[src/assert_macros.svh]
// ---------------------------------------------------------------------------
// assert_macros.svh
// Assertion wrappers; compile with NO_ASSERTIONS to drop them.
// ---------------------------------------------------------------------------
`ifndef ASSERT_MACROS_SVH
`define ASSERT_MACROS_SVH
`ifndef NO_ASSERTIONS
`define Q8_ASSERT(name, prop) \
  name: assert property (@(posedge clk) disable iff (rst) prop) \
    else $error("assertion failed");
`define Q8_ASSERT_ALWAYS(name, prop) \
  name: assert property (@(posedge clk) prop) \
    else $error("assertion failed");
`else
`define Q8_ASSERT(name, prop)
`define Q8_ASSERT_ALWAYS(name, prop)
`endif
`endif

[src/q8alu_pkg.sv]
// ---------------------------------------------------------------------------
// q8alu_pkg
// Types, constants and helpers for the Q24.8 fixed-point ALU.
// ---------------------------------------------------------------------------
package q8alu_pkg;

  localparam int FRAC_BITS = 8;
  localparam int DATA_W    = 32;
  localparam int QDEPTH    = 4;
  localparam int QPTR_W    = 2;
  localparam int QCNT_W    = 3;
  localparam int DIV_NUM_W = DATA_W + FRAC_BITS + 2;
  localparam int DIV_DEN_W = DATA_W + 1;
  localparam int DIV_CNT_W = $clog2(DIV_NUM_W + 1);

  typedef enum logic [3:0] {
    OP_ADD      = 4'd0,
    OP_SUB      = 4'd1,
    OP_MUL      = 4'd2,
    OP_DIV      = 4'd3,
    OP_MIN      = 4'd4,
    OP_MAX      = 4'd5,
    OP_INC      = 4'd6,
    OP_DEC      = 4'd7,
    OP_GT       = 4'd8,
    OP_LT       = 4'd9,
    OP_GE       = 4'd10,
    OP_LE       = 4'd11,
    OP_EQ       = 4'd12,
    OP_NE       = 4'd13,
    OP_FROM_INT = 4'd14,
    OP_TO_INT   = 4'd15
  } op_t;

  typedef enum logic [1:0] {
    ST_OK  = 2'd0,
    ST_OVF = 2'd1,
    ST_DZ  = 2'd2
  } status_t;

  typedef enum logic [1:0] {
    CLS_ALU = 2'd0,
    CLS_MUL = 2'd1,
    CLS_DIV = 2'd2
  } cls_t;

  typedef struct packed {
    op_t              kind;
    cls_t             cls;
    logic [DATA_W-1:0] a;
    logic [DATA_W-1:0] b;
  } item_t;

  typedef struct packed {
    logic [DATA_W-1:0] value;
    status_t           st;
  } res_t;

  function automatic logic [DATA_W-1:0] absval(input logic [DATA_W-1:0] v);
    return v[DATA_W-1] ? (~v + 1'b1) : v;
  endfunction

  // sign plus magnitude to saturated 32-bit result
  function automatic res_t saturate(input logic neg, input logic [63:0] mag);
    res_t r;
    r.st = ST_OK;
    if (!neg) begin
      if (mag > 64'((64'd1 << (DATA_W - 1)) - 1)) begin
        r.value = {1'b0, {(DATA_W-1){1'b1}}};
        r.st    = ST_OVF;
      end else begin
        r.value = mag[DATA_W-1:0];
      end
    end else begin
      if (mag > (64'd1 << (DATA_W - 1))) begin
        r.value = {1'b1, {(DATA_W-1){1'b0}}};
        r.st    = ST_OVF;
      end else begin
        r.value = ~mag[DATA_W-1:0] + 1'b1;
      end
    end
    return r;
  endfunction

  // 33-bit sum to saturated 32-bit result
  function automatic res_t sat_sum(input logic [DATA_W:0] s);
    res_t r;
    r.st = ST_OK;
    if (s[DATA_W] != s[DATA_W-1]) begin
      r.value = s[DATA_W] ? {1'b1, {(DATA_W-1){1'b0}}} : {1'b0, {(DATA_W-1){1'b1}}};
      r.st    = ST_OVF;
    end else begin
      r.value = s[DATA_W-1:0];
    end
    return r;
  endfunction

endpackage

[src/q8alu_top.sv]
// ---------------------------------------------------------------------------
// q24_8_fixed_point_alu_top
// Q24.8 fixed-point ALU: front end queue, back end execution units.
// ---------------------------------------------------------------------------
//  channel  | handshake     | payload
//  ---------+---------------+------------------------------------
//  command  | start / busy  | kind, operand_a, operand_b
//  result   | done strobe   | result, status
//
// Non-divide ops issue one per cycle unless a divide holds the back end.
// A divide holds the back end while its 42 quotient bits form, one per cycle.
// busy is high in reset and when the 4-entry queue is full; the front keeps
// accepting while the back end works. Results cannot be stalled. Sync reset,
// no sweep.
module q24_8_fixed_point_alu_top (
  input  logic                                clk,
  input  logic                                rst,
  input  logic                                start,
  output logic                                busy,
  input  logic [3:0]                          kind,
  input  logic signed [q8alu_pkg::DATA_W-1:0] operand_a,
  input  logic signed [q8alu_pkg::DATA_W-1:0] operand_b,
  output logic                                done,
  output logic signed [q8alu_pkg::DATA_W-1:0] result,
  output logic [1:0]                          status
);

  q8alu_pkg::item_t head;
  logic             head_valid;
  logic             pop;

  q8alu_front u_front (
    .clk        (clk),
    .rst        (rst),
    .start      (start),
    .kind       (kind),
    .operand_a  (operand_a),
    .operand_b  (operand_b),
    .busy       (busy),
    .head       (head),
    .head_valid (head_valid),
    .pop        (pop)
  );

  q8alu_back u_back (
    .clk        (clk),
    .rst        (rst),
    .head       (head),
    .head_valid (head_valid),
    .pop        (pop),
    .done       (done),
    .result     (result),
    .status     (status)
  );

endmodule

[src/q8alu_front.sv]
// ---------------------------------------------------------------------------
// q8alu_front
// Accepts transactions, classifies them and queues them for the back end.
// ---------------------------------------------------------------------------
`include "assert_macros.svh"

module q8alu_front (
  input  logic                                clk,
  input  logic                                rst,
  input  logic                                start,
  input  logic [3:0]                          kind,
  input  logic signed [q8alu_pkg::DATA_W-1:0] operand_a,
  input  logic signed [q8alu_pkg::DATA_W-1:0] operand_b,
  output logic                                busy,
  output q8alu_pkg::item_t                    head,
  output logic                                head_valid,
  input  logic                                pop
);

  q8alu_pkg::item_t                    mem [q8alu_pkg::QDEPTH];
  logic [q8alu_pkg::QPTR_W-1:0]        wptr;
  logic [q8alu_pkg::QPTR_W-1:0]        rptr;
  logic [q8alu_pkg::QCNT_W-1:0]        count;
  logic                                push;
  q8alu_pkg::item_t                    item;

  always_comb begin
    item.kind = q8alu_pkg::op_t'(kind);
    item.a    = operand_a;
    item.b    = operand_b;
    case (item.kind)
      q8alu_pkg::OP_MUL: item.cls = q8alu_pkg::CLS_MUL;
      q8alu_pkg::OP_DIV: item.cls = q8alu_pkg::CLS_DIV;
      default:           item.cls = q8alu_pkg::CLS_ALU;
    endcase
  end

  // held busy through reset so nothing is taken while the queue clears
  assign busy       = rst || (count == q8alu_pkg::QCNT_W'(q8alu_pkg::QDEPTH));
  assign push       = start && !busy;
  assign head_valid = (count != '0);
  assign head       = mem[rptr];

  always_ff @(posedge clk) begin
    if (push) begin
      mem[wptr] <= item;
    end
  end

  always_ff @(posedge clk) begin
    if (rst) begin
      wptr  <= '0;
      rptr  <= '0;
      count <= '0;
    end else begin
      if (push) begin
        wptr <= wptr + 1'b1;
      end
      if (pop) begin
        rptr <= rptr + 1'b1;
      end
      count <= count + q8alu_pkg::QCNT_W'(push) - q8alu_pkg::QCNT_W'(pop);
    end
  end

  `Q8_ASSERT(a_cnt_bound, count <= q8alu_pkg::QCNT_W'(q8alu_pkg::QDEPTH))
  `Q8_ASSERT(a_pop_nonempty, pop |-> (count != '0))
  `Q8_ASSERT(a_push_cnt, (push && !pop) |=> (count == $past(count) + 1'b1))

endmodule

[src/q8alu_div.sv]
// ---------------------------------------------------------------------------
// q8alu_div
// Restoring divider, one quotient bit per cycle, rounded-operand form.
// ---------------------------------------------------------------------------
module q8alu_div (
  input  logic                                 clk,
  input  logic                                 rst,
  input  logic                                 start,
  input  logic [q8alu_pkg::DATA_W-1:0]         a_mag,
  input  logic [q8alu_pkg::DATA_W-1:0]         b_mag,
  output logic                                 busy,
  output logic                                 done,
  output logic [q8alu_pkg::DIV_NUM_W-1:0]      quot
);

  logic [q8alu_pkg::DIV_DEN_W-1:0] rem;
  logic [q8alu_pkg::DIV_DEN_W-1:0] den;
  logic [q8alu_pkg::DIV_CNT_W-1:0] cnt;
  logic [q8alu_pkg::DIV_DEN_W:0]   shifted;
  logic [q8alu_pkg::DIV_DEN_W:0]   trial;
  logic [q8alu_pkg::DIV_NUM_W-1:0] num;

  // (2N + D) / (2D) rounds N/D half away from zero
  assign num = q8alu_pkg::DIV_NUM_W'({a_mag, {q8alu_pkg::FRAC_BITS{1'b0}}, 1'b0})
             + q8alu_pkg::DIV_NUM_W'(b_mag);
  assign shifted = {rem, quot[q8alu_pkg::DIV_NUM_W-1]};
  assign trial   = shifted - {1'b0, den};

  always_ff @(posedge clk) begin
    if (start) begin
      quot <= num;
      rem  <= '0;
      den  <= {b_mag, 1'b0};
    end else if (busy) begin
      if (!trial[q8alu_pkg::DIV_DEN_W]) begin
        rem  <= trial[q8alu_pkg::DIV_DEN_W-1:0];
        quot <= {quot[q8alu_pkg::DIV_NUM_W-2:0], 1'b1};
      end else begin
        rem  <= shifted[q8alu_pkg::DIV_DEN_W-1:0];
        quot <= {quot[q8alu_pkg::DIV_NUM_W-2:0], 1'b0};
      end
    end
  end

  always_ff @(posedge clk) begin
    if (rst) begin
      busy <= 1'b0;
      done <= 1'b0;
      cnt  <= '0;
    end else begin
      done <= 1'b0;
      if (start) begin
        busy <= 1'b1;
        cnt  <= '0;
      end else if (busy) begin
        cnt <= cnt + 1'b1;
        if (cnt == q8alu_pkg::DIV_CNT_W'(q8alu_pkg::DIV_NUM_W - 1)) begin
          busy <= 1'b0;
          done <= 1'b1;
        end
      end
    end
  end

endmodule

[src/q8alu_back.sv]
// ---------------------------------------------------------------------------
// q8alu_back
// Execution: combinational ops, two-stage multiply, iterative divide.
// ---------------------------------------------------------------------------
`include "assert_macros.svh"

module q8alu_back (
  input  logic                          clk,
  input  logic                          rst,
  input  q8alu_pkg::item_t              head,
  input  logic                          head_valid,
  output logic                          pop,
  output logic                          done,
  output logic [q8alu_pkg::DATA_W-1:0]  result,
  output logic [1:0]                    status
);

  localparam int DW = q8alu_pkg::DATA_W;
  localparam int FB = q8alu_pkg::FRAC_BITS;

  logic signed [DW-1:0]  sa;
  logic signed [DW-1:0]  sb;
  q8alu_pkg::res_t       alu_res;
  logic                  dz;
  logic signed [DW-1:0]  trunc_tmp;
  logic                  div_start;
  logic                  div_busy;
  logic                  div_done;
  logic [q8alu_pkg::DIV_NUM_W-1:0] div_q;

  logic                  s1_valid;
  q8alu_pkg::cls_t       s1_cls;
  q8alu_pkg::res_t       s1_res;
  logic signed [63:0]    s1_prod;
  logic                  s1_neg;
  logic                  s1_dz;
  logic                  s1_hold;

  logic [63:0]           pmag;
  logic [63:0]           prnd;
  q8alu_pkg::res_t       fin;

  assign sa = head.a;
  assign sb = head.b;
  assign dz = (head.b == '0);

  always_comb begin
    alu_res.value = '0;
    alu_res.st    = q8alu_pkg::ST_OK;
    trunc_tmp     = sa + (sa[DW-1] ? DW'((1 << FB) - 1) : DW'(0));
    case (head.kind)
      q8alu_pkg::OP_ADD: alu_res = q8alu_pkg::sat_sum({sa[DW-1], sa} + {sb[DW-1], sb});
      q8alu_pkg::OP_SUB: alu_res = q8alu_pkg::sat_sum({sa[DW-1], sa} - {sb[DW-1], sb});
      q8alu_pkg::OP_INC: alu_res = q8alu_pkg::sat_sum({sa[DW-1], sa} + (DW+1)'(1));
      q8alu_pkg::OP_DEC: alu_res = q8alu_pkg::sat_sum({sa[DW-1], sa} - (DW+1)'(1));
      q8alu_pkg::OP_MIN: alu_res.value = (sa > sb) ? sb : sa;
      q8alu_pkg::OP_MAX: alu_res.value = (sa > sb) ? sa : sb;
      q8alu_pkg::OP_GT:  alu_res.value = DW'(sa > sb);
      q8alu_pkg::OP_LT:  alu_res.value = DW'(sa < sb);
      q8alu_pkg::OP_GE:  alu_res.value = DW'(sa >= sb);
      q8alu_pkg::OP_LE:  alu_res.value = DW'(sa <= sb);
      q8alu_pkg::OP_EQ:  alu_res.value = DW'(sa == sb);
      q8alu_pkg::OP_NE:  alu_res.value = DW'(sa != sb);
      q8alu_pkg::OP_FROM_INT: begin
        if ((&sa[DW-1:DW-1-FB]) || !(|sa[DW-1:DW-1-FB])) begin
          alu_res.value = sa <<< FB;
        end else begin
          alu_res.value = sa[DW-1] ? {1'b1, {(DW-1){1'b0}}} : {1'b0, {(DW-1){1'b1}}};
          alu_res.st    = q8alu_pkg::ST_OVF;
        end
      end
      q8alu_pkg::OP_TO_INT: alu_res.value = trunc_tmp >>> FB;
      q8alu_pkg::OP_DIV: begin
        if (dz) begin
          alu_res.st = q8alu_pkg::ST_DZ;
        end
      end
      default: alu_res.value = '0;
    endcase
  end

  assign s1_hold   = s1_valid && (s1_cls == q8alu_pkg::CLS_DIV) && !s1_dz && !div_done;
  assign pop       = head_valid && !s1_hold;
  assign div_start = pop && (head.cls == q8alu_pkg::CLS_DIV) && !dz;

  q8alu_div u_div (
    .clk   (clk),
    .rst   (rst),
    .start (div_start),
    .a_mag (q8alu_pkg::absval(head.a)),
    .b_mag (q8alu_pkg::absval(head.b)),
    .busy  (div_busy),
    .done  (div_done),
    .quot  (div_q)
  );

  always_ff @(posedge clk) begin
    if (pop) begin
      s1_cls  <= head.cls;
      s1_res  <= alu_res;
      s1_prod <= sa * sb;
      s1_neg  <= sa[DW-1] != sb[DW-1];
      s1_dz   <= dz;
    end
  end

  always_comb begin
    pmag = s1_prod[63] ? (~s1_prod + 1'b1) : s1_prod;
    prnd = (pmag + (64'd1 << (FB - 1))) >> FB;
    case (s1_cls)
      q8alu_pkg::CLS_MUL: fin = q8alu_pkg::saturate(s1_prod[63], prnd);
      q8alu_pkg::CLS_DIV: fin = s1_dz ? s1_res : q8alu_pkg::saturate(s1_neg, 64'(div_q));
      default:            fin = s1_res;
    endcase
  end

  always_ff @(posedge clk) begin
    if (rst) begin
      s1_valid <= 1'b0;
      done     <= 1'b0;
    end else begin
      s1_valid <= pop || s1_hold;
      done     <= s1_valid && !s1_hold;
    end
  end

  always_ff @(posedge clk) begin
    if (s1_valid && !s1_hold) begin
      result <= fin.value;
      status <= fin.st;
    end
  end

  `Q8_ASSERT(a_div_owner, div_done |-> (s1_valid && s1_cls == q8alu_pkg::CLS_DIV))
  `Q8_ASSERT(a_div_start_idle, div_start |-> !div_busy)
  `Q8_ASSERT(a_dz_zero, (done && status == q8alu_pkg::ST_DZ) |-> (result == '0))

endmodule
[config.mk]
export PLATFORM = sky130hd
export DESIGN_NAME = q24_8_fixed_point_alu_top
export DESIGN_NICKNAME = d
export VERILOG_FILES = /design/src/q8alu_pkg.sv /design/src/q8alu_top.sv /design/src/q8alu_front.sv /design/src/q8alu_div.sv /design/src/q8alu_back.sv
export VERILOG_INCLUDE_DIRS = /design/src /design/src/src
export SDC_FILE = /design/constraint.sdc
export NUM_CORES = 2
export LEC_CHECK = 0
export BUFFER_PORTS_ARGS = -buffer_cell sky130_fd_sc_hd__buf_2
export CELL_PAD_IN_SITES_DETAIL_PLACEMENT = 1
export CELL_PAD_IN_SITES_GLOBAL_PLACEMENT = 2
export CORE_UTILIZATION = 43
export DETAILED_ROUTE_END_ITERATION = 7
export HOLD_SLACK_MARGIN = 0.02
export PLACE_DENSITY = 0.92
export SETUP_SLACK_MARGIN = 0.1
export SLEW_MARGIN = 20
export SYNTH_ARGS = -nofsm -noshare
export SYNTH_HDL_FRONTEND = slang
export SYNTH_SLANG_ARGS = --single-unit
[constraint.sdc]
create_clock -name clk -period 13.7 [get_ports clk]
set_clock_uncertainty 0.15 [all_clocks]
set_input_delay 3.425 -clock clk [delete_from_list [all_inputs] [get_ports clk]]
set_output_delay 3.425 -clock clk [all_outputs]
set_load 0.03 [all_outputs]
# Word level (Yosys, flattened, before mapping)

Memories as Yosys holds them, arrays and structs flattened. A register that Yosys moved wholly into a read port is not among the register bits.
Cells that the tools add are included.

$add $sub $neg: 18
Multipliers: 1
Order comparisons: 8
Equal/unequal tests: 28
Muxes and demuxes: 49
Bitwise logic cells: 6
Reductions and logical operators: 25

Operators by type and width:

| cell                                                             | count |
|---|---|
| 2-to-1 mux 32 bit                                                | 18 |
| case mux 32 bit (14 select lines)                                | 1 |
| adder 32 x 1 -> 32 bit (second input constant)                   | 4 |
| inverter 32 bit                                                  | 4 |
| 2-to-1 mux 34 bit                                                | 3 |
| 2-to-1 mux 42 bit                                                | 2 |
| case mux 34 bit (2 select lines)                                 | 1 |
| adder 64 x 1 -> 64 bit (second input constant)                   | 1 |
| adder 64 x 8 -> 64 bit (second input constant)                   | 1 |
| multiplier 32 x 32 -> 64 bit                                     | 1 |
| 2-to-1 mux 64 bit                                                | 1 |
| inverter 64 bit                                                  | 1 |
| greater-than comparator 56 x 31 -> 1 bit (second input constant) | 1 |
| greater-than comparator 56 x 32 -> 1 bit (second input constant) | 1 |
| adder 41 x 32 -> 42 bit                                          | 1 |
| greater-than comparator 42 x 31 -> 1 bit (second input constant) | 1 |
| greater-than comparator 42 x 32 -> 1 bit (second input constant) | 1 |
| subtractor 34 x 33 -> 34 bit                                     | 1 |
| adder 32 x 2 -> 33 bit (second input constant)                   | 1 |
| adder 32 x 32 -> 33 bit                                          | 1 |
| 2-to-1 mux 33 bit                                                | 1 |
| subtractor 32 x 2 -> 33 bit (second input constant)              | 1 |
| subtractor 32 x 32 -> 33 bit                                     | 1 |
| adder 32 x 9 -> 32 bit                                           | 1 |
| 36 further kinds                                                 | 85 |

Bits in registers: 260
Bits in writable memories: 280
Input port bits: 71
Output and inout bits: 36
Memories: 1

Memories:

| name        | words | bits a word | read ports | clocked after Yosys merged registers in | wr ports | line              | RTL |
|---|---|---|---|---|---|---|---|
| u_front.mem | 4     | 70          | 1          | 1                                       | 1        | q8alu_front.sv:20 | `q8alu_pkg::item_t mem [q8alu_pkg::QDEPTH];` |

# Logic depth before layout (Yosys ltp)

Depth after elaboration: 9
Depth in mapped cells: 42
Gate-level depth less buffers: 35

# Hierarchy

Synthesis repeated with hierarchy kept, for this count alone.

Cell total of the unflattened synthesis: 7,782
Area, all modules: 73,480.5 um^2

Modules (own cells, without submodules):

| module      | instances | cells each | area an instance (um^2) | sequential area each (um^2) |
|---|---|---|---|---|
| q8alu_back  | 1         | 6,473      | 54,710.0                | 4,124.0 |
| q8alu_front | 1         | 414        | 10,662.7                | 8,588.2 |
| q8alu_div   | 1         | 895        | 8,107.8                 | 3,042.9 |

# Worst setup path after synthesis

OpenSTA, ideal clock, no wires.

Path type: register -> register
From: register (tool-made name)
To: register u_back.s1_prod[63], data pin
Setup time: 260 ps
Data arrival time: 10,860 ps
Slack: 2,430 ps
Stages on the path, launching flop included: 35
Cells stage by stage: dfxtp_1 -> buf_2 -> buf_1 -> buf_2 -> buf_2 -> buf_2 -> buf_2 -> buf_2 -> buf_1 -> mux2_2 -> o21ai_1 -> clkbuf_1 -> nor2_1 -> ha_1 -> fa_1 -> fa_1 -> fa_1 -> inv_1 -> fa_1 -> inv_1 -> fa_1 -> inv_1 -> fa_1 -> inv_1 -> fa_1 -> ha_1 -> nand2_1 -> or3_1 -> a211o_1 -> a31o_2 -> a211oi_1 -> nor3_1 -> o41ai_1 -> a21oi_1 -> xnor2_1

RTL lines:

| element              | line              | RTL |
|---|---|---|
| to (signal assigned) | q8alu_back.sv:101 | `s1_prod <= sa * sb;` |
| to (decl)            | q8alu_back.sv:34  | `logic signed [63:0] s1_prod;` |

==> metrics.md <==
| Metric | Value |
|---|---|
| Yosys top cell area share | `30.5%` |
| Worst hold path stage count | `2` |
| Synth Flop Type | `edfxtp_1` |
| Slew @ Worst Pin | `1220 ps` |
| Grt met1 use | `43.0%` |
| Layout cells sized above 1 | `7.42%` |
| Max cap viols | `0` |
| Root Driver | `clkbuf_16` |
| Final hold viol count | `0` |
| CTS sink cnt | `542` |
| # Post-CTS Setup Buffers | `0` |
| Largest net degree at the start of global routing | `106` |
| Port bufs | `106` |
| Most frequent cells after synthesis | `inv_1, fa_1, nor2_1` |
| Register-to-Register Path Depth | `33` |
| Worst reg2reg setup slack | `1510 ps` |
| Post-synthesis register bit count | `542` |
| Area leader, netlist | `fa_1` |
| GR Layer Usage met2 | `53.5%` |
| Vias per cell | `6.01` |
| Die Height | `410 um` |
| Mapped Area | `0.0714 mm^2` |
| Top delay family on crit path | `adder cells` |
| Drt pass-1 iters | `8` |
| Element type at the critical path end | `register` |
| Grt ovf | `0` |
| H-tree levels | `2` |
| # rows | `149` |
| Status | `finished, violations left` |
| GRT Total Usage | `34.1%` |
| RSZ-0062 raised after global routing | `no` |
| Clock Latency Late Sink | `690 ps` |
| Fillers | `18900` |
| ANT nets after route | `0` |
| Initial antenna violation count | `23` |
| Slowest cell on crit path | `clkinv_1` |
| Crit start category | `register` |
| First-pass GRT wire length | `422 mm` |
| Total routed wirelength | `285 mm` |
| Synthesis Warnings | `0` |
| Syn_nets | `9264` |
| Synth Instances | `7776` |
| Max Clk Rate | `0.0820 GHz` |
| Post-detail-place hpwl | `218 mm` |
| Most frequent cell after synthesis | `inv_1` |
| Setup TNS | `0 ps` |
| Max-slew violations | `0` |
| WP depth | `33` |
| Hold crit path type | `reg -> reg` |
| Hold WS | `352 ps` |
| Number of I/O pins | `107` |
| Worst Path Buf+Inv | `10` |
| Core area | `0.165 mm^2` |
| Worst setup path endpoint | `u_back.s1_prod[62]` |
| Max incr delay on CP | `1120 ps` |
| Main area contributors after synthesis | `fa_1, edfxtp_1, inv_1` |
| CTS max path bufs | `3` |
| Register area share after synthesis | `22.1%` |
| Gr busiest metal | `met2` |
| CTS Buf Count | `60` |
| Crit Path Max Fanout | `45` |
| Area Overhead vs Synth | `7.47%` |
| Post-Syn Area per Cell | `9.18 um^2` |
| Post-layout min period | `12190 ps` |
| Post-cts sizing count | `0` |
| Die footprint | `0.168 mm^2` |
| Vias | `59800` |
| Final setup violating endpoints | `0` |
| Worst EP required | `13970 ps` |
| Worst Setup Path Type | `reg -> reg` |
| Hold_buf cts | `0` |
| CP arrival | `12460 ps` |
| Final period utilization | `89.0%` |
| CTS tree | `built` |
| Nets | `9189` |
| Slew margin rel. | `18.5%` |
| GPL Wtd Cong | `1.00` |
| Failing checks | `DRC` |
| Async SR Flop Fraction | `0%` |
| Synth cell types | `104` |
| Vias in the first global route | `64600` |
| Worst reg2reg endpoint | `u_back.s1_prod[62]` |
| Chip width | `410 um` |
| Routed len/inst | `28.7 um` |
| EDFF count, synth | `490` |
| DRT iter0 DRCs | `5374` |
| Crit path top cell by count | `fa_1` |
| Reg clk slew, reported paths | `60 ps` |
| Initial cell density of the core | `43.3%` |
| Met3 Track Usage GR | `8.42%` |
| Residual DRC | `24` |
-- flip-flops by register name, summed over array words and instances (netlist names), 3 cells and up, named ones only --
register	cells
u_front.mem	280
u_back.u_div.quot	42
u_back.u_div.den	32
u_front.count	3
u_back.result	32
u_back.u_div.cnt	6
u_back.u_div.rem	33
u_back.s1_res	34
u_back.s1_prod	64
-- per-stage QoR --
step / std cells / setup slack (ps) / utilization (%) / instance area (um^2)
after global placement: 9828 / 1970 / 45.3 / 74800
after detailed placement: 9828 / 1710 / 45.3 / 74800
after floorplan: 7776 / 2430 / - / 71400
after global routing: 9937 / 1090 / 46.5 / 76700
after CTS: 9937 / 1640 / 46.5 / 76700
final: 9944 / 1510 / 46.5 / 76700
-- worst min-delay path, stage by stage (launching register included) --
cell and delay [ps]:
dfxtp_1 330, nand2b_1 70, a21oi_1 50
-- how the worst min path moves through the flow --
| stage | slack (ps) | endpoint | start |
|---|---|---|---|
| 6_report | 350 | u_back.u_div.rem[2] | u_back.u_div.rem[2] |
| 5_1_grt | 360 | u_back.u_div.rem[2] | u_back.u_div.rem[2] |
| 4_1_cts | 350 | u_back.u_div.rem[24] | u_back.u_div.rem[23] |
| 3_5_place_dp | 340 | u_back.u_div.rem[14] | u_back.u_div.rem[13] |
| 3_3_place_gp | 330 | u_back.u_div.rem[2] | u_back.u_div.rem[2] |
| 2_1_floorplan | 310 | u_back.u_div.rem[10] | u_back.u_div.rem[9] |
-- area by class of cell --
type	count	area, um^2	share of cell area (%)
multi-input combinational	5512	49500	64.5
inverter	1298	4870	6.35
tap	2189	2740	3.57
clock inverter	31	319	0.416
timing repair buffer	287	1900	2.48
antenna	7	17.5	0.0228
clock buffer	78	1610	2.10
sequential	542	15800	20.5
-- routing by layer --
layer  vias to the layer above  part of all wire [%]
met4                        18                   6.6
met5                         -                 0.040
met3                       907                   9.9
met2                      3045                    45
met1                     30800                    39
li1                      25000                     -
-- cells by family after synthesis --
group	Yosys count	synth area share [%]
and+or+nand+nor	2344	14.4
adders and majority gates	1417	36.3
AOI/OAI and AO/OA	1175	10.4
muxes	144	2.37
xor gates and xnor gates	432	5.32
buffers and inverters	1722	9.15
DFF	542	22.1
-- layout by cell type, fill, tap and decap left out, types with 36 or more instances in the layout --
cell	instances
a211oi_1	37
a21o_1	57
a21oi_1	308
a31oi_1	36
and3_1	39
buf_2	106
buf_4	180
clkbuf_16	61
dfxtp_1	49
edfxtp_1	490
fa_1	1087
ha_1	330
inv_1	1265
mux2_2	63
mux2i_1	67
nand2_1	813
nand2b_1	40
nand3_1	99
nand4_1	45
nor2_1	924
nor2b_1	40
nor3_1	115
nor4_1	40
o21ai_0	257
o22ai_1	92
or3_1	54
xnor2_1	330
xor2_1	97
Power is left out: the tool's default activity adds up to more than one toggle a clock period on the data nets, which glitch-free logic cannot reach.
